[config.mk]
export PLATFORM = sky130hd
export DESIGN_NAME = base64_stream_decoder_flat
export DESIGN_NICKNAME = d
export VERILOG_FILES = /design/src/bsd_pkg.sv /design/src/bsd_if.sv /design/src/bsd_front.sv /design/src/bsd_queue.sv /design/src/bsd_back.sv /design/src/base64_stream_decoder.sv /design/src/flat_wrapper.sv
export SDC_FILE = /design/constraint.sdc
export NUM_CORES = 1
export LEC_CHECK = 0
export BUFFER_PORTS_ARGS = -buffer_cell sky130_fd_sc_hd__clkbuf_2
export CAP_MARGIN = 25
export CORE_MARGIN = 2
export CORE_UTILIZATION = 65
export CTS_BUF_LIST = sky130_fd_sc_hd__clkbuf_4 sky130_fd_sc_hd__clkbuf_8
export CTS_CLUSTER_DIAMETER = 30
export DETAILED_ROUTE_END_ITERATION = 6
export PLACE_DENSITY = 0.87
export SLEW_MARGIN = 20
export SYNTH_ARGS = -nofsm -noshare
export SYNTH_HDL_FRONTEND = slang
export SYNTH_SLANG_ARGS = --single-unit
[constraint.sdc]
create_clock -name i_clk -period 20.2 [get_ports i_clk]
set_clock_uncertainty 0.15 [all_clocks]
set_input_delay 2.02 -clock i_clk [delete_from_list [all_inputs] [get_ports i_clk]]
set_output_delay 2.02 -clock i_clk [all_outputs]
set_load 0.01 [all_outputs]
[src/bsd_pkg.sv]
// Package with shared constants, types and the character decode function of the base64 decoder.
`timescale 1ns / 1ps
package bsd_pkg;

    localparam int MAX_CHARS_DEF   = 65535;
    localparam int QUEUE_DEPTH_DEF = 4;

    localparam logic [1:0] ST_OK       = 2'd0;
    localparam logic [1:0] ST_LENGTH   = 2'd1;
    localparam logic [1:0] ST_CAPACITY = 2'd2;
    localparam logic [1:0] ST_INVALID  = 2'd3;

    localparam logic [6:0] SX_DIGIT_BASE = 7'd52;
    localparam logic [6:0] SX_PLUS       = 7'd62;
    localparam logic [6:0] SX_SLASH      = 7'd63;
    localparam logic [6:0] SX_PAD        = 7'd64;
    localparam logic [6:0] SX_BAD        = 7'd65;
    localparam logic [7:0] LOWER_OFFSET  = 8'd71;

    localparam logic REG_CAPACITY = 1'b0;

    typedef struct packed {
        logic [2:0][7:0] data;
        logic [1:0]      nbytes;
        logic [15:0]     base_count;
        logic            has_status;
        logic [1:0]      status;
        logic [15:0]     final_count;
    } t_cmd;

    function automatic logic [6:0] sextet_of(input logic [7:0] c);
        logic [7:0] v;
        v = 8'd0;
        if (c inside {[8'd97:8'd122]}) begin
            v = c - LOWER_OFFSET;
        end else if (c inside {[8'd48:8'd57]}) begin
            v = c - 8'd48 + 8'(SX_DIGIT_BASE);
        end else if (c inside {[8'd65:8'd90]}) begin
            v = c - 8'd65;
        end else if (c == 8'd43) begin
            v = 8'(SX_PLUS);
        end else if (c == 8'd47) begin
            v = 8'(SX_SLASH);
        end else if (c == 8'd61) begin
            v = 8'(SX_PAD);
        end else begin
            v = 8'(SX_BAD);
        end
        return v[6:0];
    endfunction

endpackage

[src/bsd_if.sv]
// Stream interfaces for the character input and the decoded word output.
`timescale 1ns / 1ps
interface bsd_in_if;
    logic        valid;
    logic        ready;
    logic [7:0]  char_code;
    logic [15:0] total_chars;
    logic        last_char;

    modport source (output valid, output char_code, output total_chars, output last_char,
                    input ready);
    modport sink (input valid, input char_code, input total_chars, input last_char,
                  output ready);
endinterface

interface bsd_out_if;
    logic        valid;
    logic        ready;
    logic        item_kind;
    logic [7:0]  data_byte;
    logic [1:0]  status_code;
    logic [15:0] byte_count;
    logic        last_item;

    modport source (output valid, output item_kind, output data_byte, output status_code,
                    output byte_count, output last_item, input ready);
    modport sink (input valid, input item_kind, input data_byte, input status_code,
                  input byte_count, input last_item, output ready);
endinterface

[src/bsd_front.sv]
// Front end: accepts characters, tracks messages and groups, and queues output commands.
`timescale 1ns / 1ps
module bsd_front #(
    parameter int MAX_CHARS = bsd_pkg::MAX_CHARS_DEF
) (
    input  logic          i_clk,
    input  logic          i_rst_n,
    input  logic [15:0]   i_capacity,
    bsd_in_if.sink        in_ch,
    input  logic          i_full,
    output logic          o_push,
    output bsd_pkg::t_cmd o_cmd
);
    import bsd_pkg::*;

    logic             r_in_msg, n_in_msg;
    logic [1:0]       r_phase, n_phase;
    logic [2:0][6:0]  r_held, n_held;
    logic [15:0]      r_remaining, n_remaining;
    logic [15:0]      r_bytes, n_bytes;
    logic             r_stopped, n_stopped;
    logic [1:0]       r_status, n_status;

    logic             accept;
    logic [1:0]       s_phase;
    logic [15:0]      s_rem;
    logic [15:0]      s_bytes;
    logic             s_stop;
    logic [1:0]       s_status;
    logic [13:0]      groups_m1;
    logic [15:0]      groups_x3;
    logic             len_bad;
    logic [6:0]       code;
    logic [6:0]       ca, cb, cd;
    logic [16:0]      be17, cap17;
    logic [1:0]       nb;
    logic [15:0]      rem_next;
    logic             ending;

    assign in_ch.ready = !i_full;
    assign accept      = in_ch.valid && !i_full;

    always_comb begin
        groups_m1 = in_ch.total_chars[15:2] - 14'd1;
        groups_x3 = {1'b0, groups_m1, 1'b0} + {2'b00, groups_m1};
        len_bad   = (in_ch.total_chars == 16'd0) || (in_ch.total_chars[1:0] != 2'd0)
                    || ({16'd0, in_ch.total_chars} > 32'(MAX_CHARS));

        if (r_in_msg) begin
            s_phase  = r_phase;
            s_rem    = r_remaining;
            s_bytes  = r_bytes;
            s_stop   = r_stopped;
            s_status = r_status;
        end else begin
            s_phase = 2'd0;
            s_rem   = in_ch.total_chars;
            s_bytes = 16'd0;
            if (len_bad) begin
                s_stop   = 1'b1;
                s_status = ST_LENGTH;
            end else if (i_capacity <= groups_x3) begin
                s_stop   = 1'b1;
                s_status = ST_CAPACITY;
            end else begin
                s_stop   = 1'b0;
                s_status = ST_OK;
            end
        end

        code  = sextet_of(in_ch.char_code);
        ca    = r_held[0];
        cb    = r_held[1];
        cd    = r_held[2];
        be17  = {1'b0, s_bytes};
        cap17 = {1'b0, i_capacity};

        n_phase   = s_phase;
        n_held    = r_held;
        n_stopped = s_stop;
        n_status  = s_status;
        nb        = 2'd0;

        if (!s_stop) begin
            if (s_phase != 2'd3) begin
                n_held[s_phase] = code;
                n_phase         = s_phase + 2'd1;
            end else begin
                n_phase = 2'd0;
                if (ca >= SX_PAD || cb >= SX_PAD || cd > SX_PAD || code > SX_PAD) begin
                    n_status  = ST_INVALID;
                    n_stopped = 1'b1;
                end else if (be17 >= cap17) begin
                    n_stopped = 1'b1;
                end else if (cd == SX_PAD) begin
                    nb        = 2'd1;
                    n_stopped = 1'b1;
                end else if (be17 + 17'd1 >= cap17) begin
                    nb        = 2'd1;
                    n_stopped = 1'b1;
                end else if (code == SX_PAD) begin
                    nb        = 2'd2;
                    n_stopped = 1'b1;
                end else if (be17 + 17'd2 >= cap17) begin
                    nb        = 2'd2;
                    n_stopped = 1'b1;
                end else begin
                    nb = 2'd3;
                end
            end
        end

        rem_next = (s_rem != 16'd0) ? s_rem - 16'd1 : 16'd0;
        ending   = in_ch.last_char || (rem_next == 16'd0);

        o_cmd.data[0]     = {ca[5:0], cb[5:4]};
        o_cmd.data[1]     = {cb[3:0], cd[5:2]};
        o_cmd.data[2]     = {cd[1:0], code[5:0]};
        o_cmd.nbytes      = nb;
        o_cmd.base_count  = s_bytes;
        o_cmd.has_status  = ending;
        o_cmd.status      = n_status;
        o_cmd.final_count = s_bytes + {14'd0, nb};
        o_push            = accept && ((nb != 2'd0) || ending);

        if (ending) begin
            n_in_msg    = 1'b0;
            n_phase     = 2'd0;
            n_remaining = 16'd0;
            n_bytes     = 16'd0;
            n_stopped   = 1'b0;
            n_status    = ST_OK;
        end else begin
            n_in_msg    = 1'b1;
            n_remaining = rem_next;
            n_bytes     = s_bytes + {14'd0, nb};
        end
    end

    always_ff @(posedge i_clk) begin
        if (!i_rst_n) begin
            r_in_msg    <= 1'b0;
            r_phase     <= 2'd0;
            r_remaining <= 16'd0;
            r_bytes     <= 16'd0;
            r_stopped   <= 1'b0;
            r_status    <= ST_OK;
        end else if (accept) begin
            r_in_msg    <= n_in_msg;
            r_phase     <= n_phase;
            r_remaining <= n_remaining;
            r_bytes     <= n_bytes;
            r_stopped   <= n_stopped;
            r_status    <= n_status;
        end
    end

    always_ff @(posedge i_clk) begin
        if (accept) begin
            r_held <= n_held;
        end
    end

endmodule

[src/bsd_queue.sv]
// Short command queue between the front end and the output sequencer.
`timescale 1ns / 1ps
module bsd_queue #(
    parameter int DEPTH = bsd_pkg::QUEUE_DEPTH_DEF
) (
    input  logic          i_clk,
    input  logic          i_rst_n,
    input  logic          i_push,
    input  bsd_pkg::t_cmd i_cmd,
    input  logic          i_pop,
    output logic          o_full,
    output logic          o_empty,
    output bsd_pkg::t_cmd o_head
);
    import bsd_pkg::*;

    localparam int PW = (DEPTH > 1) ? $clog2(DEPTH) : 1;
    localparam int CW = $clog2(DEPTH + 1);

    t_cmd          r_mem [DEPTH];
    logic [PW-1:0] r_wr_ptr, r_rd_ptr;
    logic [CW-1:0] r_count;
    logic          do_push, do_pop;

    assign o_full  = (r_count == CW'(DEPTH));
    assign o_empty = (r_count == '0);
    assign o_head  = r_mem[r_rd_ptr];
    assign do_push = i_push && !o_full;
    assign do_pop  = i_pop && !o_empty;

    always_ff @(posedge i_clk) begin
        if (do_push) begin
            r_mem[r_wr_ptr] <= i_cmd;
        end
    end

    always_ff @(posedge i_clk) begin
        if (!i_rst_n) begin
            r_wr_ptr <= '0;
            r_rd_ptr <= '0;
            r_count  <= '0;
        end else begin
            if (do_push) begin
                r_wr_ptr <= (r_wr_ptr == PW'(DEPTH - 1)) ? '0 : r_wr_ptr + PW'(1);
            end
            if (do_pop) begin
                r_rd_ptr <= (r_rd_ptr == PW'(DEPTH - 1)) ? '0 : r_rd_ptr + PW'(1);
            end
            if (do_push && !do_pop) begin
                r_count <= r_count + CW'(1);
            end else if (do_pop && !do_push) begin
                r_count <= r_count - CW'(1);
            end
        end
    end

endmodule

[src/bsd_back.sv]
// Back end: expands queued commands into data and status words through an output register.
`timescale 1ns / 1ps
module bsd_back (
    input  logic          i_clk,
    input  logic          i_rst_n,
    input  bsd_pkg::t_cmd i_head,
    input  logic          i_empty,
    output logic          o_pop,
    bsd_out_if.source     out_ch
);
    import bsd_pkg::*;

    logic [1:0]  r_idx;
    logic        r_valid;
    logic        r_kind;
    logic [7:0]  r_data;
    logic [1:0]  r_status;
    logic [15:0] r_count;
    logic        r_last;

    logic        load;
    logic [2:0]  last_idx;
    logic        is_data;
    logic [7:0]  sel_byte;

    always_comb begin
        load     = !i_empty && (!r_valid || out_ch.ready);
        last_idx = {1'b0, i_head.nbytes} + {2'b00, i_head.has_status} - 3'd1;
        is_data  = r_idx < i_head.nbytes;
        o_pop    = load && ({1'b0, r_idx} == last_idx);
        case (r_idx)
            2'd0:    sel_byte = i_head.data[0];
            2'd1:    sel_byte = i_head.data[1];
            2'd2:    sel_byte = i_head.data[2];
            default: sel_byte = 8'd0;
        endcase
    end

    always_ff @(posedge i_clk) begin
        if (!i_rst_n) begin
            r_valid <= 1'b0;
            r_idx   <= 2'd0;
        end else begin
            if (load) begin
                r_valid <= 1'b1;
                r_idx   <= o_pop ? 2'd0 : r_idx + 2'd1;
            end else if (out_ch.ready) begin
                r_valid <= 1'b0;
            end
        end
    end

    always_ff @(posedge i_clk) begin
        if (load) begin
            if (is_data) begin
                r_kind   <= 1'b0;
                r_data   <= sel_byte;
                r_status <= ST_OK;
                r_count  <= i_head.base_count + {14'd0, r_idx} + 16'd1;
                r_last   <= 1'b0;
            end else begin
                r_kind   <= 1'b1;
                r_data   <= 8'd0;
                r_status <= i_head.status;
                r_count  <= i_head.final_count;
                r_last   <= 1'b1;
            end
        end
    end

    assign out_ch.valid       = r_valid;
    assign out_ch.item_kind   = r_kind;
    assign out_ch.data_byte   = r_data;
    assign out_ch.status_code = r_status;
    assign out_ch.byte_count  = r_count;
    assign out_ch.last_item   = r_last;

endmodule

[src/base64_stream_decoder.sv]
// Top level of the streaming base64 decoder with its configuration register port.
//
// Usage: characters arrive on in_ch, one word per character; total_chars is sampled on
// the first character of a message and last_char closes a message early. Decoded bytes
// and one closing status word per message leave on out_ch in order. The register at byte
// address 0 holds the output capacity; the user writes it through the APB-style port only
// while the stream is idle, unenforced by the block; reads return it, pready is always high.
// Throughput: one character is accepted every cycle while the command queue has room.
// Each character yields one queue command at most, and the output sequencer emits one
// word per cycle while out_ch is ready; a group of four characters gives up to four words.
// The first word caused by a character passes the command queue, written at the edge
// that accepts the character, and then the output register, which loads from the queue
// head; a stall on out_ch holds it back further.
// Reset clears message state, the queue and the output valid flag; capacity resets to 0.
// When the receiver stalls, the output register holds its word, the queue fills after
// QUEUE_DEPTH commands, and then in_ch.ready drops until a command leaves the queue.
`timescale 1ns / 1ps
module base64_stream_decoder #(
    parameter int MAX_CHARS   = bsd_pkg::MAX_CHARS_DEF,
    parameter int QUEUE_DEPTH = bsd_pkg::QUEUE_DEPTH_DEF
) (
    input  logic        i_clk,
    input  logic        i_rst_n,
    input  logic        psel,
    input  logic        penable,
    input  logic        pwrite,
    input  logic [2:0]  paddr,
    input  logic [31:0] pwdata,
    output logic [31:0] prdata,
    output logic        pready,
    bsd_in_if.sink      in_ch,
    bsd_out_if.source   out_ch
);
    import bsd_pkg::*;

    logic [15:0] r_capacity;
    logic        push, pop, full, empty;
    t_cmd        cmd_in, cmd_head;

    assign pready = 1'b1;

    always_ff @(posedge i_clk) begin
        if (!i_rst_n) begin
            r_capacity <= 16'd0;
        end else if (psel && penable && pwrite && (paddr[2] == REG_CAPACITY)) begin
            r_capacity <= pwdata[15:0];
        end
    end

    always_comb begin
        prdata = 32'd0;
        if (paddr[2] == REG_CAPACITY) begin
            prdata = {16'd0, r_capacity};
        end
    end

    bsd_front #(
        .MAX_CHARS (MAX_CHARS)
    ) u_front (
        .i_clk      (i_clk),
        .i_rst_n    (i_rst_n),
        .i_capacity (r_capacity),
        .in_ch      (in_ch),
        .i_full     (full),
        .o_push     (push),
        .o_cmd      (cmd_in)
    );

    bsd_queue #(
        .DEPTH (QUEUE_DEPTH)
    ) u_queue (
        .i_clk   (i_clk),
        .i_rst_n (i_rst_n),
        .i_push  (push),
        .i_cmd   (cmd_in),
        .i_pop   (pop),
        .o_full  (full),
        .o_empty (empty),
        .o_head  (cmd_head)
    );

    bsd_back u_back (
        .i_clk   (i_clk),
        .i_rst_n (i_rst_n),
        .i_head  (cmd_head),
        .i_empty (empty),
        .o_pop   (pop),
        .out_ch  (out_ch)
    );

endmodule
[src/flat_wrapper.sv]
// flat-port wrapper written by rule: the top's interface ports become plain ports
module base64_stream_decoder_flat import bsd_pkg::*;
#(
    parameter int MAX_CHARS   = bsd_pkg::MAX_CHARS_DEF,
    parameter int QUEUE_DEPTH = bsd_pkg::QUEUE_DEPTH_DEF
)
  (i_clk, i_rst_n, psel, penable, pwrite, paddr, pwdata, prdata, pready, in_ch_valid, in_ch_char_code, in_ch_total_chars, in_ch_last_char, in_ch_ready, out_ch_valid, out_ch_item_kind, out_ch_data_byte, out_ch_status_code, out_ch_byte_count, out_ch_last_item, out_ch_ready);
  bsd_in_if in_ch_i ();
  bsd_out_if out_ch_i ();
  input  logic i_clk;
  input  logic i_rst_n;
  input  logic psel;
  input  logic penable;
  input  logic pwrite;
  input  logic [2:0] paddr;
  input  logic [31:0] pwdata;
  output logic [31:0] prdata;
  output logic pready;
  input wire logic [$bits(in_ch_i.valid)-1:0] in_ch_valid;
  input wire logic [$bits(in_ch_i.char_code)-1:0] in_ch_char_code;
  input wire logic [$bits(in_ch_i.total_chars)-1:0] in_ch_total_chars;
  input wire logic [$bits(in_ch_i.last_char)-1:0] in_ch_last_char;
  output wire logic [$bits(in_ch_i.ready)-1:0] in_ch_ready;
  output wire logic [$bits(out_ch_i.valid)-1:0] out_ch_valid;
  output wire logic [$bits(out_ch_i.item_kind)-1:0] out_ch_item_kind;
  output wire logic [$bits(out_ch_i.data_byte)-1:0] out_ch_data_byte;
  output wire logic [$bits(out_ch_i.status_code)-1:0] out_ch_status_code;
  output wire logic [$bits(out_ch_i.byte_count)-1:0] out_ch_byte_count;
  output wire logic [$bits(out_ch_i.last_item)-1:0] out_ch_last_item;
  input wire logic [$bits(out_ch_i.ready)-1:0] out_ch_ready;
  assign in_ch_i.valid = in_ch_valid;
  assign in_ch_i.char_code = in_ch_char_code;
  assign in_ch_i.total_chars = in_ch_total_chars;
  assign in_ch_i.last_char = in_ch_last_char;
  assign in_ch_ready = in_ch_i.ready;
  assign out_ch_valid = out_ch_i.valid;
  assign out_ch_item_kind = out_ch_i.item_kind;
  assign out_ch_data_byte = out_ch_i.data_byte;
  assign out_ch_status_code = out_ch_i.status_code;
  assign out_ch_byte_count = out_ch_i.byte_count;
  assign out_ch_last_item = out_ch_i.last_item;
  assign out_ch_i.ready = out_ch_ready;
  base64_stream_decoder #(.MAX_CHARS(MAX_CHARS), .QUEUE_DEPTH(QUEUE_DEPTH)) u_core (.i_clk(i_clk), .i_rst_n(i_rst_n), .psel(psel), .penable(penable), .pwrite(pwrite), .paddr(paddr), .pwdata(pwdata), .prdata(prdata), .pready(pready), .in_ch(in_ch_i), .out_ch(out_ch_i));
endmodule
==> flow_summary.yaml <==
timing:
  drv_slew: 0
  hold_viol_final: 0
  finalSetupTns_ns: 0
  fmax_mhz: 109
  setup_violations: 0
  tightest_slew_ns: 0.918
  layout_worst_path_cycle_share_pct: 45.3
  rsz0062_at_grt: "no"
  slew_headroom_pct: 38.8
  finalCriticalPeriod_ns: 9.15
  whs_ns: 0.304
layout:
  antenna_cells: 0
  final_common_cell: "edfxtp_1"
  drive_gt1_share_pct: 19.5
  final_cell_mix: "292 x edfxtp_1, 142 x nand2_1, 107 x ha_1"
  syn_to_final_growth_pct: 12.8
  final_area_um2: 20800
  nets: 1779
  final_cells: 2036
grt:
  grt-ovfl-total: 0
  antenna_found_initial: 0
  grt_max_degree: 69
  grt_use_total_pct: 30.7
  grt_first_pass_wirelength_um: 69100
  grt_pass1_vias: 12700
synth:
  synth_area_um2: 18400
  synth-seq-cells: 358
  synth_cells: 1484
  synth_area_leaders: "edfxtp_1 48%, mux4_2 7.4%, ha_1 7.3%"
  synth_top_cell_by_area: "edfxtp_1"
  synth_warnings: 0
  synth.distinct_cells: 83
  yosysTopAreaCellShare_pct: 47.5
  synth-edff-count: 292
  synthFlopType: "edfxtp_1"
  avgSynthCellArea_um2: 12.4
  async_reset_ff_share_pct: 0
  ys_seq_area_share_pct: 54.7
power_and_ir_drop:
  power_leakage_nw: 7.66
  ir_drop_v: 0.0000829
  power_w: 0.00224
  pwr_density_cell_nw_per_um2: 108
route:
  via_per_inst: 6.25
  ant_nets: 0
  drt_iter0_drc: 1305
  routed_wl_um: 44000
  first_pass_iters: 7
  wire_per_inst_um: 21.6
  dr_total_vias: 12700
  drcViolationCount: 0
clock_tree:
  htreeDepth: 3
  cts_max_path_buffers: 3
  cts_setup_buffers: 0
  clockRootBuffer: "clkbuf_8"
  cts_tree: "built"
  cts.clk_slew.worst_paths_ns: 0.07
  clkSinkCount: 358
  insertion_delay_ns: 0.61
  cts_hold_repair.buffers: 0
  cts_resized: 0
  numCtsBuffers: 71
placement:
  hpwl_um: 29200
  dpl_cell_area_um2: 19200
  finalWeightedCongestion: 0.936
  port-buffer-count: 94
  dp_cells: 1905
die:
  die_y_um: 172
  die-width_um: 172
  std_cell_rows: 61
  initial_core_util_pct: 66.2
  ios: 130
  coreArea_um2: 27900
  dieArea_um2: 29700
setup_path:
  max_stage_delay_ns: 0.56
  startpoint_type: "input port"
  end_kind: "flop"
  crit_type: "in2reg"
  required_ns: 20.58
  crit_fanout: 7
  critPathSlowestCell: "or4b_1"
  worstPathArrival_ns: 9.53
  crit_top_cell: "ha_1"
min_path:
  hp-class: "reg2reg"
job:
  max_cap_violations: 0
outcome:
  status: "completed"
==> cell usage after synthesis, types with 4 or more instances <==
library cell  instances
nor2_1               90
inv_1                79
a21o_1               22
and2_1               21
buf_4                18
ha_1                107
a22oi_1              11
or4_1                 4
nor4_1               11
o22ai_1               4
nand4_1              13
a211oi_1              8
xor2_1               24
buf_1                 7
mux2i_1              21
nand3_1              50
xnor2_1              70
o21a_1               11
nand2b_1              7
edfxtp_1            292
o21ai_0              26
or3_1                 8
fa_1                  4
a21boi_0             47
nand2_1             142
buf_2                18
o211ai_1              4
nor3_1               29
nor2b_1              24
mux4_2               61
dfxtp_1              66
clkbuf_1             36
o41ai_1               4
and3_1               12
a31oi_1               7
nor3b_1               4
a21oi_1              55
==> kinds of logic (layout without fill, tap and decap cells) <==
logic type               count (synthesis)  in the layout  synth area share [%]
other                                    2             17                0.0407
XOR/XNOR                                94             94                  4.46
multiplexers                            85             85                  8.77
adder cells (fa/ha/maj)                111            111                  7.69
flip-flops                             358            358                  54.7
AO/OA/AOI/OAI                          235            235                  8.87
buffers and inverters                  159            318                  3.72
AND/OR/NAND/NOR                        440            440                  11.8
==> cell type report <==
type	count	area (um2)
Multi-Input combinational cell	982	7750
Sequential cell	358	10100
Tap cell	378	473
Inverter	80	300
Clock inverter	44	469
Clock buffer	86	1110
Fill cell	1661	7050
Timing Repair Buffer	108	603
==> final timing paths <==
check | slack, ns | end | cells after the start | start
min reg2reg | 0.30 | u_core.u_front.r_phase[1] | 2 | u_core.u_front.r_phase[1]
min | 0.30 | u_core.u_front.r_phase[1] | 2 | u_core.u_front.r_phase[1]
max | 11.05 | u_core.u_front.r_bytes[8] | 32 | in_ch_total_chars[2]
max reg2reg | 13.45 | u_core.u_front.r_bytes[8] | 25 | u_core.u_front.r_in_msg
==> layer usage <==
metal / GRT usage [%] / wire length [um] / vias to the layer above
li1: - / - / 5725
met1: 40.8 / 17200 / 6073
met2: 50.0 / 21200 / 784
met3: 6.18 / 4050 / 133
met4: 12.3 / 1560 / 0
met5: 0 / 0 / -
==> where the power goes <==
group / internal [W] / total [W] / switching [W]
clock network: 0.000467 / 0.000803 / 0.000336
registers: 0.000888 / 0.000931 / 0.0000430
logic: 0.000211 / 0.000507 / 0.000295
total: 0.00157 / 0.00224 / 0.000674
==> flip-flops by register name, summed over array words and instances, names as in the netlist, named ones only <==
signal	flops
u_core.u_queue.r_mem	244
u_core.r_capacity	16
u_core.u_back.out_ch.byte_count	16
u_core.u_front.r_bytes	16
u_core.u_front.r_remaining	16
u_core.u_back.out_ch.data_byte	8
u_core.u_front.ca	7
u_core.u_front.cb	7
u_core.u_front.cd	7
u_core.u_queue.r_count	3
u_core.u_back.out_ch.status_code	2
u_core.u_back.r_idx	2
u_core.u_front.r_phase	2
u_core.u_front.r_status	2
u_core.u_queue.r_rd_ptr	2
u_core.u_queue.r_wr_ptr	2
u_core.u_back.out_ch.last_item	1
u_core.u_back.out_ch.valid	1
u_core.u_front.r_in_msg	1
u_core.u_front.r_stopped	1
==> per-stage QoR <==
step	setup slack [ns]	utilization, %
2_1_floorplan	11.86	-
5_1_grt	10.62	74.7
4_1_cts	11.15	74.6
3_3_place_gp	10.96	68.8
3_5_place_dp	10.68	69.0
6_report	11.05	74.7
==> critical path, delay by kind of cell <==
| kind | cells | cell delay (ns) |
|---|---|---|
| AO/OA/AOI/OAI | 10 | 2.51 |
| XOR/XNOR | 2 | 0.69 |
| adder cells (fa/ha/maj) | 5 | 1.51 |
| buffers and inverters | 4 | 0.55 |
| AND/OR/NAND/NOR | 11 | 2.26 |
Power figures use the tool's default switching activity.
